[src/rtl/pid_pkg.sv]
// pid controller shared types, register indexes and default widths
package pid_pkg;

    localparam int DATA_WIDTH_DEF = 32;
    localparam int FRAC_BITS_DEF  = 16;
    localparam int CFG_IDX_W      = 3;

    // operating modes, the unused code behaves as passthrough
    typedef enum logic [1:0] {
        MODE_PASS = 2'd0,
        MODE_POS  = 2'd1,
        MODE_INC  = 2'd2
    } t_mode;

    // configuration register indexes
    typedef enum logic [CFG_IDX_W-1:0] {
        REG_MODE       = 3'd0,
        REG_GAIN_P     = 3'd1,
        REG_GAIN_I     = 3'd2,
        REG_GAIN_D     = 3'd3,
        REG_OUT_LOW    = 3'd4,
        REG_OUT_HIGH   = 3'd5,
        REG_INTEG_LOW  = 3'd6,
        REG_INTEG_HIGH = 3'd7
    } t_cfg_reg;

endpackage

[src/rtl/pid_mult.sv]
// registered fixed-point multiply with arithmetic shift and saturation
module pid_mult #(
    parameter int DATA_WIDTH = pid_pkg::DATA_WIDTH_DEF,
    parameter int FRAC_BITS  = pid_pkg::FRAC_BITS_DEF
) (
    input  logic                         i_clk,
    input  logic                         i_en,
    input  logic signed [DATA_WIDTH-1:0] i_a,
    input  logic signed [DATA_WIDTH-1:0] i_b,
    output logic signed [DATA_WIDTH-1:0] o_p
);

    localparam int PW = 2 * DATA_WIDTH;

    logic signed [PW-1:0]         prod;
    logic signed [PW-1:0]         shifted;
    logic        [DATA_WIDTH:0]   top_bits;
    logic signed [DATA_WIDTH-1:0] n_p;
    logic signed [DATA_WIDTH-1:0] r_p;

    assign prod     = i_a * i_b;
    assign shifted  = prod >>> FRAC_BITS;
    assign top_bits = shifted[PW-1:DATA_WIDTH-1];

    // saturate unless the upper bits are a pure sign extension
    always_comb begin
        if ((&top_bits) || !(|top_bits)) begin
            n_p = shifted[DATA_WIDTH-1:0];
        end else if (shifted[PW-1]) begin
            n_p = {1'b1, {(DATA_WIDTH-1){1'b0}}};
        end else begin
            n_p = {1'b0, {(DATA_WIDTH-1){1'b1}}};
        end
    end

    always_ff @(posedge i_clk) begin
        if (i_en) begin
            r_p <= n_p;
        end
    end

    assign o_p = r_p;

endmodule

[config.mk]
export PLATFORM = sky130hd
export DESIGN_NAME = pid_mult
export DESIGN_NICKNAME = d
export VERILOG_FILES = /design/src/rtl/pid_pkg.sv /design/src/rtl/pid_mult.sv
export SDC_FILE = /design/constraint.sdc
export NUM_CORES = 2
export LEC_CHECK = 0
export BUFFER_PORTS_ARGS = -buffer_cell sky130_fd_sc_hd__buf_2
export CAP_MARGIN = 0
export CORE_UTILIZATION = 40
export CTS_CLUSTER_DIAMETER = 80
export CTS_CLUSTER_SIZE = 12
export DETAILED_ROUTE_END_ITERATION = 6
export GPL_ROUTABILITY_DRIVEN = 0
export GPL_TIMING_DRIVEN = 0
export PLACE_DENSITY = 0.54
export SYNTH_ARGS = -nofsm -noshare
export SYNTH_HDL_FRONTEND = slang
export SYNTH_SLANG_ARGS = --single-unit
[constraint.sdc]
create_clock -name i_clk -period 10.5 [get_ports i_clk]
set_clock_uncertainty 0.05 [all_clocks]
set_input_delay 0.525 -clock i_clk [delete_from_list [all_inputs] [get_ports i_clk]]
set_output_delay 0.525 -clock i_clk [all_outputs]
set_load 0.02 [all_outputs]
# --- Word-level counts from Yosys, hierarchy flattened ---
# Cells that the tools add are included.
totals:
  ff_bits: 32
  in_bits: 66
  output_inout_bits: 32
  wordCells: 8
classes:
  mul: 1
  mux: 2
  n_reduce_logical: 4
ops:
  columns: ["operator", "count"]
  rows:
  - ["$mul A32 B32 Y64", 1]
  - ["$mux W32", 2]
  - ["$reduce_and A17 Y1", 1]
  - ["$reduce_or A17 Y1", 1]
  - ["$logic_not A1 Y1", 1]
  - ["$logic_or A1 B1 Y1", 1]

# --- Depth between registers and ports, before layout ---
logic_depth:
  word_depth: 5
  depth_mapped: 32
  mapped_depth_nobuf: 28

# --- Worst setup path before layout ---
# Ideal clock, no wire load.
synth_path:
  path_kind: "input port to flip-flop"
  from: "in i_b[2]"
  to: "reg r_p[30], in the netlist o_p[30], data pin"
  setup_ps: 257
  arrival_time_ps: 9091
  required_time_ps: 10193
  slack_ps: 1103
  cell_stages: 30
  path_buffers: 4
  cell_sequence: "clkbuf_1 nand2_1 inv_1 fa_1 fa_1 fa_1 inv_1 fa_1 inv_1 fa_1 fa_1 inv_1 fa_1 inv_1 fa_1 ha_1 clkbuf_1 nand4_1 or3_1 a21oi_1 nor2b_1 or4_1 o211ai_1 xor2_1 or4_4 nor4_4 or2_1 buf_6 buf_12 o21ai_2"
synth_between:
  elab_chain_len: 5
  elab_cells_between_ends: 7
  cone_classes: "mul: 1; mux: 2; reduce/logical: 4"
synth_rtl:
  columns: ["item", "line", "text"]
  rows:
  - ["from (decl)", "pid_mult.sv:9", "input logic signed [DATA_WIDTH-1:0] i_b,"]
  - ["$mul A32 B32 Y64 (*)", "pid_mult.sv:21", "assign prod = i_a * i_b;"]
  - ["$reduce_or A17 Y1", "pid_mult.sv:27", "if ((&top_bits) || !(|top_bits)) begin"]
  - ["$logic_not A1 Y1", "pid_mult.sv:27", null]
  - ["$logic_or A1 B1 Y1", "pid_mult.sv:27", null]
  - ["$mux W32 (*)", "pid_mult.sv:27", null]
  - ["named net n_p[30]", "pid_mult.sv:18", "logic signed [DATA_WIDTH-1:0] n_p;"]
  - ["to (signal assigned)", "pid_mult.sv:38", "r_p <= n_p;"]
  - ["to (decl)", "pid_mult.sv:19", "logic signed [DATA_WIDTH-1:0] r_p;"]
# Mark *: on every way through the listed nets, which the timed path passes. The rest lies on a longest branch.
# A chain may end at the register's enable or synchronous reset.

# --- Final worst setup path ---
layout_path:
  from: "in i_b[31]"
  to: "reg r_p[30], in the netlist o_p[30], data pin"
# Same word-level chain as after synthesis.

==> flow_metrics.py <==
metrics = {
    "clock_network": {
        "clkSlewWorstSetupHoldPaths_ps": 50,
        "htreeDepth": 2,
        "cts.sinks": 32,
        "hold_buffers": 0,
        "cts_made_buffers": 5,
        "clockRootBuffer": "clkbuf_16",
        "cts_buffer_depth": 2,
        "tritoncts": "done",
    },
    "grt": {
        "grt_pass1_wl_mm": 200.1,
        "track_usage_pct": 29.28,
        "antenna_found_initial": 8,
        "grt_pass1_vias": 29470,
        "grt_start_max_net_pins": 33,
        "overflow": 0,
    },
    "yosys": {
        "ys_top_cells_by_count": "fa_1, inv_1, nand2_1, and2_1, clkbuf_1",
        "synth_edf_count": 32,
        "synthFlopType": "edfxtp_1",
        "yosys-top-cells-area": "fa_1, inv_1, and2_1",
        "synth_top_area_cell": "fa_1",
        "synth.net_count": 5330,
        "post-synth-top-count-cell": "fa_1",
        "ys_warn_count": 0,
        "ys_async_sr_fraction_pct": 0,
        "synth_cell_types": 74,
        "syn_area_um2": 37700,
        "synthCells": 4003,
        "synth_top_area_share_pct": 57.40,
        "yosysSeqAreaShare_pct": 2.549,
        "synth-seq-cells": 32,
        "postSynthAreaPerCell_um2": 9.418,
    },
    "placement": {
        "io_buffers": 97,
        "dp_slack_ps": -1214,
        "hpwl_mm": 118.7,
    },
    "timing": {
        "fin_ws_ps": 241.1,
        "hold_violations": 0,
        "worst_pin_slew_ps": 1347,
        "rsz0062_at_grt": "false",
        "fmax_ghz": 0.09748,
        "setup_tns_ps": 0,
        "maxSlewViolCount": 0,
        "setup_viol": 0,
        "period_share_pct": 97.70,
        "fin_crit_ps": 10260,
        "timing.slew.headroom_pct": 10.21,
    },
    "routing": {
        "drtPass1Iterations": 6,
        "routed_via_density": 5.163,
        "ant_nets": 0,
        "wl_met1_mm": 53.37,
        "routed_wirelength_mm": 133.8,
        "wl_met3_mm": 10.65,
        "vias": 27680,
        "drc": 0,
        "wire_per_inst_um": 24.96,
        "met2_length_mm": 63.87,
        "drtIter0Drc": 2131,
        "dr.max_layer_used": "met5",
    },
    "final_layout": {
        "fillers": 9472,
        "largest_register_ffs": 32,
        "finalNetCount": 5430,
        "drive_gt1_share_pct": 4.462,
        "area_delta_synth_final_pct": 5.978,
    },
    "die": {
        "core_area_um2": 93330,
        "dieArea_um2": 95480,
        "die_w_um": 309.0,
        "fp.dieH_um": 309.0,
        "boundaryPins": 98,
        "start_util_pct": 40.39,
        "row_count": 112,
    },
    "critical_path": {
        "crit_start": "i_b[31]",
        "worst_ep_arrival_time_ps": 10210,
        "startpoint_type": "input pin",
        "required_ps": 10450,
        "cp_max_fo": 10,
        "worstSetupEndpointType": "register",
        "crit_type": "in -> reg",
    },
    "worst_hold_path": {
        "hold_class": "in -> reg",
        "holdCritStartpoint": "i_en",
    },
    "run": {
        "cap_viol_max_count": 0,
    },
    "outcome": {
        "status": "finished clean",
    },
}
-- metal layers --
| metal | vias up | track usage [%] |
|---|---|---|
| met5 | - | 0 |
| met4 | 8 | 10.25 |
| met3 | 203 | 5.145 |
| met2 | 1027 | 48.12 |
| met1 | 14630 | 38.93 |
| li1 | 11810 | - |
-- final cells by class --
type	instances	area, µm²	share of cell area (%)
Timing Repair Buffer	107	560.5	1.403
Tap cell	1254	1569	3.927
Buffer	212	884.6	2.214
Clock buffer	5	125.1	0.3132
Inverter	932	3506	8.775
Multi-Input combinational cell	2813	32330	80.92
Antenna cell	6	15.01	0.03758
Sequential cell	32	960.9	2.405
-- worst max-delay path, stage by stage --
cell and delay, ps:
buf_2 250, inv_1 480, clkbuf_1 580, nor2_1 120
fa_1 480, fa_1 560, fa_1 450, fa_1 570
fa_1 450, fa_1 460, fa_1 680, fa_1 490
ha_1 280, clkbuf_1 300, nand2_1 210, nor3_1 430
nand3_1 150, nor3_2 450, nor3_2 130, o41ai_1 530
xor2_1 160, or4_4 540, nor4_4 340, or2_1 170
buf_6 150, buf_12 140, o21ai_2 70
-- final timing paths --
path	to	slack (ps)	cells past startpoint
setup / recovery	o_p[30]$_DFFE_PP_	240	27
hold / removal	o_p[22]$_DFFE_PP_	800	1
-- cells in the final DEF (no fill, tap or decap), types with 23 or more instances in the layout --
cell type  synthesis  layout
xor2_1            23      23
nor2_1            76      76
o21ai_0           41      41
ha_1             180     180
fa_1            1081    1077
xnor2_1           34      34
nand2_1          545     545
and2_1           504     504
clkbuf_1         209     184
edfxtp_1          32      32
a21oi_1           86      86
nand4_1           28      28
inv_1            932     930
buf_2             12     109
-- stage by stage --
stage	cell area, µm²	cells	util, %	hold WS (ps)
5_1_grt	39940	5355	42.79	833.5
3_3_place_gp	39750	5354	42.59	923.4
4_1_cts	39880	5354	42.73	802.9
2_1_floorplan	37700	4003	-	587.5
3_5_place_dp	39750	5354	42.59	919.4
6_report	39950	5361	42.81	803.4
-- timing repair --
action | in CTS | in global routing
resized for setup | 6 | 21
setup endpoints to repair | 31 | 31
setup buffers | 2 | 8
pin swaps | 0 | 1
-- logic make-up (layout without fill, tap and decap cells) --
family,Yosys count,in the layout,share of synthesized area (%)
fa+ha+maj,1261,1261,63.38
flops,32,32,2.549
simple gates,1242,1242,16.63
other cells,0,6,0
mux,4,4,0.1128
compound gates,249,249,4.288
buf+inv,1158,1256,11.72
xor+xnor,57,57,1.324
Power is left out: the tool's default activity adds up to more than one toggle a clock period on the data nets, which glitch-free logic cannot reach.
